## config.mk

```make
export PLATFORM = sky130hd
export DESIGN_NAME = convex_polygon_point_test_core
export DESIGN_NICKNAME = d
export VERILOG_FILES = /design/src/rtl/cppt_pkg.sv /design/src/rtl/convex_polygon_point_test_core.sv /design/src/rtl/cppt_vtx_mem.sv /design/src/rtl/cppt_cross.sv
export SDC_FILE = /design/constraint.sdc
export NUM_CORES = 2
export LEC_CHECK = 0
export CAP_MARGIN = 30
export CORE_ASPECT_RATIO = 0.75
export CORE_MARGIN = 10
export CORE_UTILIZATION = 60
export DETAILED_ROUTE_END_ITERATION = 10
export DONT_BUFFER_PORTS = 1
export GPL_ROUTABILITY_DRIVEN = 0
export PLACE_DENSITY = 0.79
export REMOVE_ABC_BUFFERS = 1
export SETUP_SLACK_MARGIN = 0.4
export SLEW_MARGIN = 20
export SYNTH_ARGS = -nofsm -noshare
export SYNTH_HDL_FRONTEND = slang
export SYNTH_SLANG_ARGS = --single-unit
```

## constraint.sdc

```tcl
create_clock -name clk -period 7.4 [get_ports clk]
set_clock_uncertainty 0.1 [all_clocks]
set_input_delay 1.48 -clock clk [delete_from_list [all_inputs] [get_ports clk]]
set_output_delay 1.48 -clock clk [all_outputs]
set_load 0.005 [all_outputs]
```

## src/rtl/cppt_pkg.sv

```systemverilog
package cppt_pkg;

	// operation codes
	localparam logic [2:0] OP_CLEAR = 3'd0;
	localparam logic [2:0] OP_ADD   = 3'd1;
	localparam logic [2:0] OP_CHECK = 3'd2;
	localparam logic [2:0] OP_TEST  = 3'd3;
	localparam logic [2:0] OP_SCALE = 3'd4;

	// status codes
	localparam logic [2:0] STS_OK          = 3'd0;
	localparam logic [2:0] STS_FULL        = 3'd1;
	localparam logic [2:0] STS_TOO_FEW     = 3'd2;
	localparam logic [2:0] STS_NOT_CONVEX  = 3'd3;
	localparam logic [2:0] STS_NOT_CHECKED = 3'd4;
	localparam logic [2:0] STS_ZERO_FACTOR = 3'd5;

	// request payload
	typedef struct packed {
		logic [2:0]         operation;
		logic signed [15:0] coord_x;
		logic signed [15:0] coord_y;
		logic signed [15:0] scale_factor;
	} req_t;

	// response payload
	typedef struct packed {
		logic [2:0]         status;
		logic               inside_res;
		logic signed [15:0] box_min_x;
		logic signed [15:0] box_min_y;
		logic [16:0]        box_width;
		logic [16:0]        box_height;
		logic [4:0]         stored_count;
	} rsp_t;

	// sign flags from the cross product unit
	typedef struct packed {
		logic vld;
		logic last;
		logic pos;
		logic neg;
	} cross_flags_t;

endpackage

```

## src/rtl/convex_polygon_point_test_core.sv

```systemverilog
// check and test: walk over n vertices with n + 2 memory reads
// scale: n vertex reads, one per cycle, each written back after the read data and product registers
// clear, add, scale with no vertices and the rejected cases: result registered in the cycle after the transfer
// one operation at a time; the next is taken once the result slot can drain
// reset clears the vertex count, the checked flag and all control; vertex memory is not cleared
module convex_polygon_point_test_core #(
	parameter int MAX_VERTICES = 16,
	parameter int COORD_BITS   = 16
) (
	input  logic           clk,
	input  logic           arst_n,
	input  cppt_pkg::req_t req,
	input  logic           req_valid,
	output logic           req_stall,
	output cppt_pkg::rsp_t rsp,
	output logic           rsp_valid,
	input  logic           rsp_stall
);
	import cppt_pkg::*;

	localparam int CW  = COORD_BITS;
	localparam int AW  = (MAX_VERTICES > 1) ? $clog2(MAX_VERTICES) : 1;
	localparam int NW  = $clog2(MAX_VERTICES + 1);
	localparam int PW  = NW + 1;
	localparam int MX  = (CW > 16) ? CW : 16;
	localparam int DW  = MX + 1;
	localparam int PRW = CW + 16;
	localparam logic signed [CW-1:0] CMAX = {1'b0, {(CW-1){1'b1}}};
	localparam logic signed [CW-1:0] CMIN = {1'b1, {(CW-1){1'b0}}};

	typedef enum logic [3:0] {
		S_IDLE  = 4'b0001,
		S_WALK  = 4'b0010,
		S_SCALE = 4'b0100,
		S_FIN   = 4'b1000
	} state_t;

	state_t               state_q;
	logic [NW-1:0]        count_q;
	logic                 checked_q, is_check_q, is_scale_q;
	logic signed [15:0]   px_q, py_q, f_q;
	logic [PW-1:0]        pos_q, pos_s1;
	logic                 vld_s1;
	logic [AW-1:0]        addr_s1, addr_s2;
	logic                 vld_s2, last_s2;
	logic signed [PRW-1:0] prod_x_s2, prod_y_s2;
	logic signed [CW-1:0] xa_q, ya_q, xb_q, yb_q;
	logic signed [CW-1:0] minx_q, maxx_q, miny_q, maxy_q;
	logic                 pos_seen_q, neg_seen_q;
	rsp_t                 rsp_q;
	logic                 rsp_valid_q;

	logic                 accept, slot_free, imm_load, fin_load, load;
	logic                 issue, mem_we;
	logic [PW-1:0]        n_p, limit;
	logic [AW-1:0]        raddr, waddr;
	logic signed [CW-1:0] rd_x, rd_y, wd_x, wd_y, add_x, add_y, sc_x, sc_y;
	logic signed [MX-1:0] in_x_w, in_y_w;
	logic signed [PRW-1:0] q_x, q_y;
	logic                 diff_vld, diff_last;
	logic signed [DW-1:0] dx1, dy1, dx2, dy2;
	cross_flags_t         flags;
	logic [NW-1:0]        count_d;
	logic                 checked_d;
	rsp_t                 res_imm, res_fin;
	logic [CW:0]          wx, hy;

	// handshake
	assign slot_free = !rsp_valid_q || !rsp_stall;
	assign req_stall = (state_q != S_IDLE) || !slot_free;
	assign accept    = req_valid && !req_stall;
	assign n_p       = PW'(count_q);

	// immediate operations and walk launch decision
	always_comb begin
		count_d   = count_q;
		checked_d = checked_q;
		res_imm   = '0;
		imm_load  = 1'b1;
		case (req.operation)
			OP_CLEAR: begin
				count_d   = '0;
				checked_d = 1'b0;
			end
			OP_ADD: begin
				if (count_q >= NW'(MAX_VERTICES)) begin
					res_imm.status = STS_FULL;
				end else begin
					count_d   = count_q + NW'(1);
					checked_d = 1'b0;
				end
			end
			OP_CHECK: begin
				if (count_q < NW'(3)) begin
					res_imm.status = STS_TOO_FEW;
					checked_d      = 1'b0;
				end else begin
					imm_load = 1'b0;
				end
			end
			OP_TEST: begin
				if (!checked_q || count_q < NW'(3)) begin
					res_imm.status = STS_NOT_CHECKED;
				end else begin
					imm_load = 1'b0;
				end
			end
			OP_SCALE: begin
				if (req.scale_factor == 16'sd0) begin
					res_imm.status = STS_ZERO_FACTOR;
				end else if (count_q != '0) begin
					imm_load = 1'b0;
				end
			end
			default: begin
			end
		endcase
		res_imm.stored_count = 5'(count_d);
	end

	// saturate an added vertex to the stored width
	always_comb begin
		in_x_w = MX'(req.coord_x);
		in_y_w = MX'(req.coord_y);
		if (in_x_w > MX'(CMAX)) begin
			add_x = CMAX;
		end else if (in_x_w < MX'(CMIN)) begin
			add_x = CMIN;
		end else begin
			add_x = CW'(in_x_w);
		end
		if (in_y_w > MX'(CMAX)) begin
			add_y = CMAX;
		end else if (in_y_w < MX'(CMIN)) begin
			add_y = CMIN;
		end else begin
			add_y = CW'(in_y_w);
		end
	end

	// read issue: walks read n + 2 positions wrapping to the start, scale reads n
	assign limit = is_scale_q ? n_p : n_p + PW'(2);
	assign issue = (state_q == S_WALK || state_q == S_SCALE) && (pos_q < limit);
	assign raddr = (pos_q < n_p) ? AW'(pos_q) : AW'(pos_q - n_p);

	// floor and saturate the scaled vertex
	always_comb begin
		q_x = prod_x_s2 >>> 8;
		q_y = prod_y_s2 >>> 8;
		if (q_x > PRW'(CMAX)) begin
			sc_x = CMAX;
		end else if (q_x < PRW'(CMIN)) begin
			sc_x = CMIN;
		end else begin
			sc_x = CW'(q_x);
		end
		if (q_y > PRW'(CMAX)) begin
			sc_y = CMAX;
		end else if (q_y < PRW'(CMIN)) begin
			sc_y = CMIN;
		end else begin
			sc_y = CW'(q_y);
		end
	end

	// write port shared by add and scale write-back
	always_comb begin
		mem_we = vld_s2;
		waddr  = addr_s2;
		wd_x   = sc_x;
		wd_y   = sc_y;
		if (accept && req.operation == OP_ADD && count_q < NW'(MAX_VERTICES)) begin
			mem_we = 1'b1;
			waddr  = AW'(count_q);
			wd_x   = add_x;
			wd_y   = add_y;
		end
	end

	cppt_vtx_mem #(
		.DEPTH (MAX_VERTICES),
		.AW    (AW),
		.W     (CW)
	) u_mem (
		.clk     (clk),
		.we      (mem_we),
		.waddr   (waddr),
		.wdata_x (wd_x),
		.wdata_y (wd_y),
		.re      (issue),
		.raddr   (raddr),
		.rdata_x (rd_x),
		.rdata_y (rd_y)
	);

	// edge vectors from the vertex window
	assign diff_vld  = vld_s1 && !is_scale_q && (pos_s1 >= PW'(2));
	assign diff_last = (pos_s1 == n_p + PW'(1));
	assign dx1 = DW'(xb_q) - DW'(xa_q);
	assign dy1 = DW'(yb_q) - DW'(ya_q);
	assign dx2 = is_check_q ? DW'(rd_x) - DW'(xb_q) : DW'(px_q) - DW'(xa_q);
	assign dy2 = is_check_q ? DW'(rd_y) - DW'(yb_q) : DW'(py_q) - DW'(ya_q);

	cppt_cross #(
		.DW (DW)
	) u_cross (
		.clk    (clk),
		.arst_n (arst_n),
		.vld    (diff_vld),
		.last   (diff_last),
		.a      (dx1),
		.b      (dy2),
		.c      (dy1),
		.d      (dx2),
		.flags  (flags)
	);

	// final result of a walk or scale
	always_comb begin
		res_fin              = '0;
		res_fin.stored_count = 5'(count_q);
		wx                   = (CW+1)'(maxx_q) - (CW+1)'(minx_q) + (CW+1)'(1);
		hy                   = (CW+1)'(maxy_q) - (CW+1)'(miny_q) + (CW+1)'(1);
		if (!is_scale_q) begin
			if (is_check_q) begin
				if (pos_seen_q && neg_seen_q) begin
					res_fin.status = STS_NOT_CONVEX;
				end else begin
					res_fin.box_min_x  = 16'(minx_q);
					res_fin.box_min_y  = 16'(miny_q);
					res_fin.box_width  = 17'(wx);
					res_fin.box_height = 17'(hy);
				end
			end else begin
				res_fin.inside_res = !(pos_seen_q && neg_seen_q);
			end
		end
	end

	assign fin_load = (state_q == S_FIN) && slot_free;
	assign load     = (accept && imm_load) || fin_load;

	// control state
	always_ff @(posedge clk or negedge arst_n) begin
		if (!arst_n) begin
			state_q     <= S_IDLE;
			count_q     <= '0;
			checked_q   <= 1'b0;
			is_check_q  <= 1'b0;
			is_scale_q  <= 1'b0;
			pos_q       <= '0;
			vld_s1      <= 1'b0;
			vld_s2      <= 1'b0;
			last_s2     <= 1'b0;
			pos_seen_q  <= 1'b0;
			neg_seen_q  <= 1'b0;
			rsp_valid_q <= 1'b0;
		end else begin
			vld_s1  <= issue;
			vld_s2  <= vld_s1 && is_scale_q;
			last_s2 <= vld_s1 && is_scale_q && (pos_s1 == n_p - PW'(1));
			if (issue) begin
				pos_q <= pos_q + PW'(1);
			end
			if (flags.vld) begin
				pos_seen_q <= pos_seen_q | flags.pos;
				neg_seen_q <= neg_seen_q | flags.neg;
			end
			case (state_q)
				S_IDLE: begin
					if (accept) begin
						count_q    <= count_d;
						checked_q  <= checked_d;
						is_check_q <= (req.operation == OP_CHECK);
						is_scale_q <= (req.operation == OP_SCALE);
						pos_q      <= '0;
						pos_seen_q <= 1'b0;
						neg_seen_q <= 1'b0;
						if (!imm_load) begin
							state_q <= (req.operation == OP_SCALE) ? S_SCALE : S_WALK;
						end
					end
				end
				S_WALK: begin
					if (flags.vld && flags.last) begin
						state_q <= S_FIN;
					end
				end
				S_SCALE: begin
					if (vld_s2 && last_s2) begin
						state_q <= S_FIN;
					end
				end
				S_FIN: begin
					if (slot_free) begin
						state_q <= S_IDLE;
						if (is_check_q) begin
							checked_q <= !(pos_seen_q && neg_seen_q);
						end
					end
				end
				default: begin
					state_q <= S_IDLE;
				end
			endcase
			if (load) begin
				rsp_valid_q <= 1'b1;
			end else if (rsp_valid_q && !rsp_stall) begin
				rsp_valid_q <= 1'b0;
			end
		end
	end

	// datapath registers
	always_ff @(posedge clk) begin
		if (accept) begin
			px_q <= req.coord_x;
			py_q <= req.coord_y;
			f_q  <= req.scale_factor;
		end
		pos_s1  <= pos_q;
		addr_s1 <= raddr;
		addr_s2 <= addr_s1;
		prod_x_s2 <= PRW'(rd_x) * PRW'(f_q);
		prod_y_s2 <= PRW'(rd_y) * PRW'(f_q);
		// sliding window and bounding box
		if (vld_s1) begin
			xa_q <= xb_q;
			ya_q <= yb_q;
			xb_q <= rd_x;
			yb_q <= rd_y;
			if (pos_s1 == '0) begin
				minx_q <= rd_x;
				maxx_q <= rd_x;
				miny_q <= rd_y;
				maxy_q <= rd_y;
			end else if (pos_s1 < n_p) begin
				if (rd_x < minx_q) minx_q <= rd_x;
				if (rd_x > maxx_q) maxx_q <= rd_x;
				if (rd_y < miny_q) miny_q <= rd_y;
				if (rd_y > maxy_q) maxy_q <= rd_y;
			end
		end
		if (load) begin
			rsp_q <= fin_load ? res_fin : res_imm;
		end
	end

	assign rsp       = rsp_q;
	assign rsp_valid = rsp_valid_q;

`ifndef SYNTHESIS
	a_count_range: assert property (@(posedge clk) disable iff (!arst_n)
		count_q <= NW'(MAX_VERTICES))
		else $error("vertex count beyond table depth");

	a_busy_stalls: assert property (@(posedge clk) disable iff (!arst_n)
		(state_q != S_IDLE) |-> req_stall)
		else $error("request taken while an operation is in progress");

	a_scale_wb_range: assert property (@(posedge clk) disable iff (!arst_n)
		vld_s2 |-> (PW'(addr_s2) < n_p))
		else $error("scale write-back outside held vertices");

	a_fin_after_walk: assert property (@(posedge clk) disable iff (!arst_n)
		(state_q == S_FIN && $past(state_q) != S_FIN) |-> !issue)
		else $error("read issued after operation finished");
`endif

endmodule

```

## src/rtl/cppt_vtx_mem.sv

```systemverilog
module cppt_vtx_mem #(
	parameter int DEPTH = 16,
	parameter int AW    = 4,
	parameter int W     = 16
) (
	input  logic                clk,
	input  logic                we,
	input  logic [AW-1:0]       waddr,
	input  logic signed [W-1:0] wdata_x,
	input  logic signed [W-1:0] wdata_y,
	input  logic                re,
	input  logic [AW-1:0]       raddr,
	output logic signed [W-1:0] rdata_x,
	output logic signed [W-1:0] rdata_y
);

	logic [2*W-1:0] mem [DEPTH];

	// write port
	always_ff @(posedge clk) begin
		if (we) begin
			mem[waddr] <= {wdata_x, wdata_y};
		end
	end

	// registered read port
	always_ff @(posedge clk) begin
		if (re) begin
			rdata_x <= $signed(mem[raddr][2*W-1:W]);
			rdata_y <= $signed(mem[raddr][W-1:0]);
		end
	end

endmodule

```

## src/rtl/cppt_cross.sv

```systemverilog
module cppt_cross #(
	parameter int DW = 17
) (
	input  logic                     clk,
	input  logic                     arst_n,
	input  logic                     vld,
	input  logic                     last,
	input  logic signed [DW-1:0]     a,
	input  logic signed [DW-1:0]     b,
	input  logic signed [DW-1:0]     c,
	input  logic signed [DW-1:0]     d,
	output cppt_pkg::cross_flags_t   flags
);
	import cppt_pkg::*;

	localparam int MW = 2 * DW;

	logic                 vld_s1, last_s1, vld_s2, last_s2;
	logic signed [DW-1:0] a_s1, b_s1, c_s1, d_s1;
	logic signed [MW-1:0] m1_s2, m2_s2;
	cross_flags_t         flags_s3;

	// control pipeline
	always_ff @(posedge clk or negedge arst_n) begin
		if (!arst_n) begin
			vld_s1   <= 1'b0;
			last_s1  <= 1'b0;
			vld_s2   <= 1'b0;
			last_s2  <= 1'b0;
			flags_s3 <= '0;
		end else begin
			vld_s1        <= vld;
			last_s1       <= vld & last;
			vld_s2        <= vld_s1;
			last_s2       <= last_s1;
			flags_s3.vld  <= vld_s2;
			flags_s3.last <= last_s2;
			flags_s3.pos  <= vld_s2 & (m1_s2 > m2_s2);
			flags_s3.neg  <= vld_s2 & (m1_s2 < m2_s2);
		end
	end

	// operand and product registers
	always_ff @(posedge clk) begin
		a_s1  <= a;
		b_s1  <= b;
		c_s1  <= c;
		d_s1  <= d;
		m1_s2 <= MW'(a_s1) * MW'(b_s1);
		m2_s2 <= MW'(c_s1) * MW'(d_s1);
	end

	assign flags = flags_s3;

endmodule
```

==> summary.md <==
| Metric | Value |
|---|---|
| Die span in y | `347 µm` |
| Nets@finish | `roughly 10000` |
| IO Port Bufs | `0` |
| DR top layer | `met5` |
| GR Overflow Total | `0` |
| Synthesis-to-layout area growth | `8.34%` |
| 1st-iter DRT viols | `approximately 6100` |
| Max Slew Vio Count | `0` |
| RSZ-0062 raised after global routing | `false` |
| Max-Cap Viols | `0` |
| CP endpoint | `u_cross.m1_s2[32]` |
| DR WL met3 | `about 22000 µm` |
| Required time of the critical path | `7.97 ns` |
| Vias in the first global route | `62332` |
| Crit path DAT | `7.36 ns` |
| DRT Wirelength | `226000 µm` |
| Flops & latches, synth | `1025` |
| Tcrit/Tclk final | `0.917` |
| Met2 routed WL | `between 100000 and 150000 µm` |
| Biggest area consumer among synthesized cells | `edfxtp_1` |
| Most frequent cells in the layout | `1455 x inv_1, 1121 x fa_1, 1030 x nand2_1` |
| Top post-synthesis cells by area | `edfxtp_1 28%, fa_1 26%, ha_1 8.8%, inv_1 6.4%, dfxtp_1 4.6%` |
| Initial Utilization | `0.602` |
| Yosys top cell area share | `0.279` |
| # IOs | `132` |
| Critical path class | `reg2reg` |
| R2r worst-path depth | `21` |
| Hold path start | `addr_s1[3]` |
| Worst r2r src | `u_cross.a_s1[16]` |
| Mean post-synth cell area | `approximately 11 µm²` |
| Pin count of the biggest net entering global routing | `123` |
| Synth Flop Type | `edfxtp_1` |
| Worst setup SP type | `flip-flop` |
| Final ANT Viol Nets | `0` |
| Post-synthesis sequential area ratio | `0.334` |
| DRC violations left | `0` |
| Global-route wire length before repair | `352000 µm` |
| Root buffer cell | `clkbuf_16` |
| Normalized max-slew margin | `0.277` |
| Final hold vios | `0` |
| Clock-pin slew on the worst setup and hold paths | `around 0.070 ns` |
| Wirelength per Cell | `about 22 µm` |
| Fmax | `between 0.1 and 0.15 GHz` |
| Router iterations before antenna repair | `6` |
| Synth unique cells | `84` |
| Ys async rst share | `0.0312` |
| Clk sinks | `just over 1000` |
| Full die area | `159000 µm²` |
| Cell count after synthesis | `8131` |
| Cell Area, Synth | `about 86000 µm²` |
| Via Count | `around 60000` |
| Placement row count | `120` |
| Layout cell share with drive strength beyond 1 | `0.0654` |
| Crit path time final | `6.79 ns` |
| Hold Crit Class | `reg2reg` |
| Post-synth EDFFs | `795` |
| CTS max path bufs | `3` |
| FF-to-FF setup slack | `0.61 ns` |
| Placed wire-length estimate | `168000 µm` |
| Fill count | `between 10000 and 15000` |
| Least-Margin Pin Slew | `1.08 ns` |
| Outcome | `completed` |
| Initial antenna violation count | `23` |
| Die W | `approximately 460 µm` |
| Commonest non-fill, non-tap cell in the layout | `inv_1` |
| Core area | `roughly 140000 µm²` |
| Clock Latency Late Sink | `0.79 ns` |
| Final setup viols | `0` |
| Critical path capture point type | `flip-flop` |
| Reg2reg end | `u_cross.m1_s2[32]` |
| Met1 wire length | `85500 µm` |
| Vias per cell | `5.91` |
| Crit path launch | `u_cross.a_s1[16]` |
| CTS tree | `built` |
| Num CTS Buffers | `102` |
| H-tree levels | `3` |
| Crit path max fanout | `17` |
| Syn. warnings | `0` |
| Setup TNS | `0 ns` |
| Total GRT Usage | `0.283` |
critical path, cell delays in order, from the launching register on:
cell and delay, ns:
dfxtp_4 0.41, nand2_1 0.13, inv_1 0.10, fa_1 0.76, inv_1 0.11, fa_1 0.51, fa_1 0.47, fa_1 0.59
inv_1 0.08, fa_1 0.54, inv_1 0.05, fa_1 0.47, inv_1 0.04, ha_1 0.35, a21o_1 0.19, a21o_1 0.16
a21oi_1 0.21, o211ai_1 0.13, a311oi_1 0.62, nor3_1 0.20, or3_1 0.41, nand3_1 0.08
cell usage after synthesis, types with 13 or more instances:
library cell,n
edfxtp_1,795
nand2_1,1030
a211oi_2,25
fa_1,1123
a31oi_1,59
a311oi_1,105
nor3_1,74
mux2i_1,18
a211oi_1,61
o31ai_1,18
and2_1,561
inv_1,1458
o21a_1,40
nor4_1,14
o21bai_1,13
ha_1,605
a21boi_0,17
nand4_1,29
xnor2_1,158
nor2_1,275
o21ai_0,179
and3_1,42
buf_2,35
xor2_1,65
or3_1,25
clkbuf_1,242
nand2b_1,56
dfxtp_1,198
nor2b_1,103
a21oi_1,211
nand3_1,188
a21o_1,84
dfrtp_1,31
worst min-delay path by stage:
stage	slack [ns]	cells past startpoint	endpoint
6_report	0.22	0	addr_s2[3]
5_1_grt	0.24	0	addr_s2[0]
4_1_cts	0.23	0	addr_s2[0]
3_5_place_dp	0.21	0	addr_s2[0]
3_3_place_gp	0.21	0	addr_s2[0]
2_1_floorplan	0.21	0	addr_s2[0]
flip-flops by register name (all words and copies together), names as in the netlist, 17 cells and up:
name	flops
u_mem.mem	512
rsp	75
u_cross.m1_s2	34
u_cross.m2_s2	34
prod_x_s2	24
prod_y_s2	24
u_cross.a_s1	17
u_cross.b_s1	17
u_cross.c_s1	17
u_cross.d_s1	17
per-stage QoR:
stage	cells	hold slack (ns)	area [µm²]	setup slack [ns]	utilization
after global placement	9897	0.210	88400	0.574	0.621
after floorplan	7831	0.210	84500	-7.36	-
final	10175	0.225	92900	0.611	0.652
after detailed placement	9906	0.212	88600	0.453	0.622
after CTS	10094	0.227	92200	0.430	0.648
after global routing	10160	0.235	92800	0.383	0.652
layout make-up:
cell class | instances | area [µm²] | area share
Antenna cell | 32 | 80.1 | 0.000862
Clock buffer | 123 | 2780 | 0.0299
Clock inverter | 65 | 876 | 0.00943
Inverter | 1459 | 5490 | 0.0591
Multi-Input combinational cell | 5347 | 50600 | 0.545
Sequential cell | 1025 | 28700 | 0.309
Tap cell | 1891 | 2370 | 0.0255
Timing Repair Buffer | 233 | 1970 | 0.0212
cell families (layout without fill, tap and decap cells):
logic type | Yosys count | after routing | share of synthesized area
compound gates | 923 | 923 | 0.0734
xor+xnor | 223 | 223 | 0.0228
fa+ha+maj | 1728 | 1728 | 0.351
buf+inv | 1759 | 1880 | 0.0783
flops | 1025 | 1025 | 0.334
mux | 23 | 23 | 0.00276
other cells | 0 | 32 | 0
simple gates | 2450 | 2450 | 0.138
what timing repair did:
action / CTS / global route
hold buffers: 0 / 0
setup buffers: 0 / 38
gates cloned: 0 / 0
gates resized for setup: 2 / 44
endpoints found under the setup margin: 1 / 17
metal layers:
layer,GRT usage,vias up
met5,0,-
met4,0.153,18
met3,0.0562,648
met2,0.450,3080
met1,0.369,30035
li1,-,26355
Power is not shown: default switching activity piles up to over one toggle a cycle in this logic, so the estimate is an artifact.
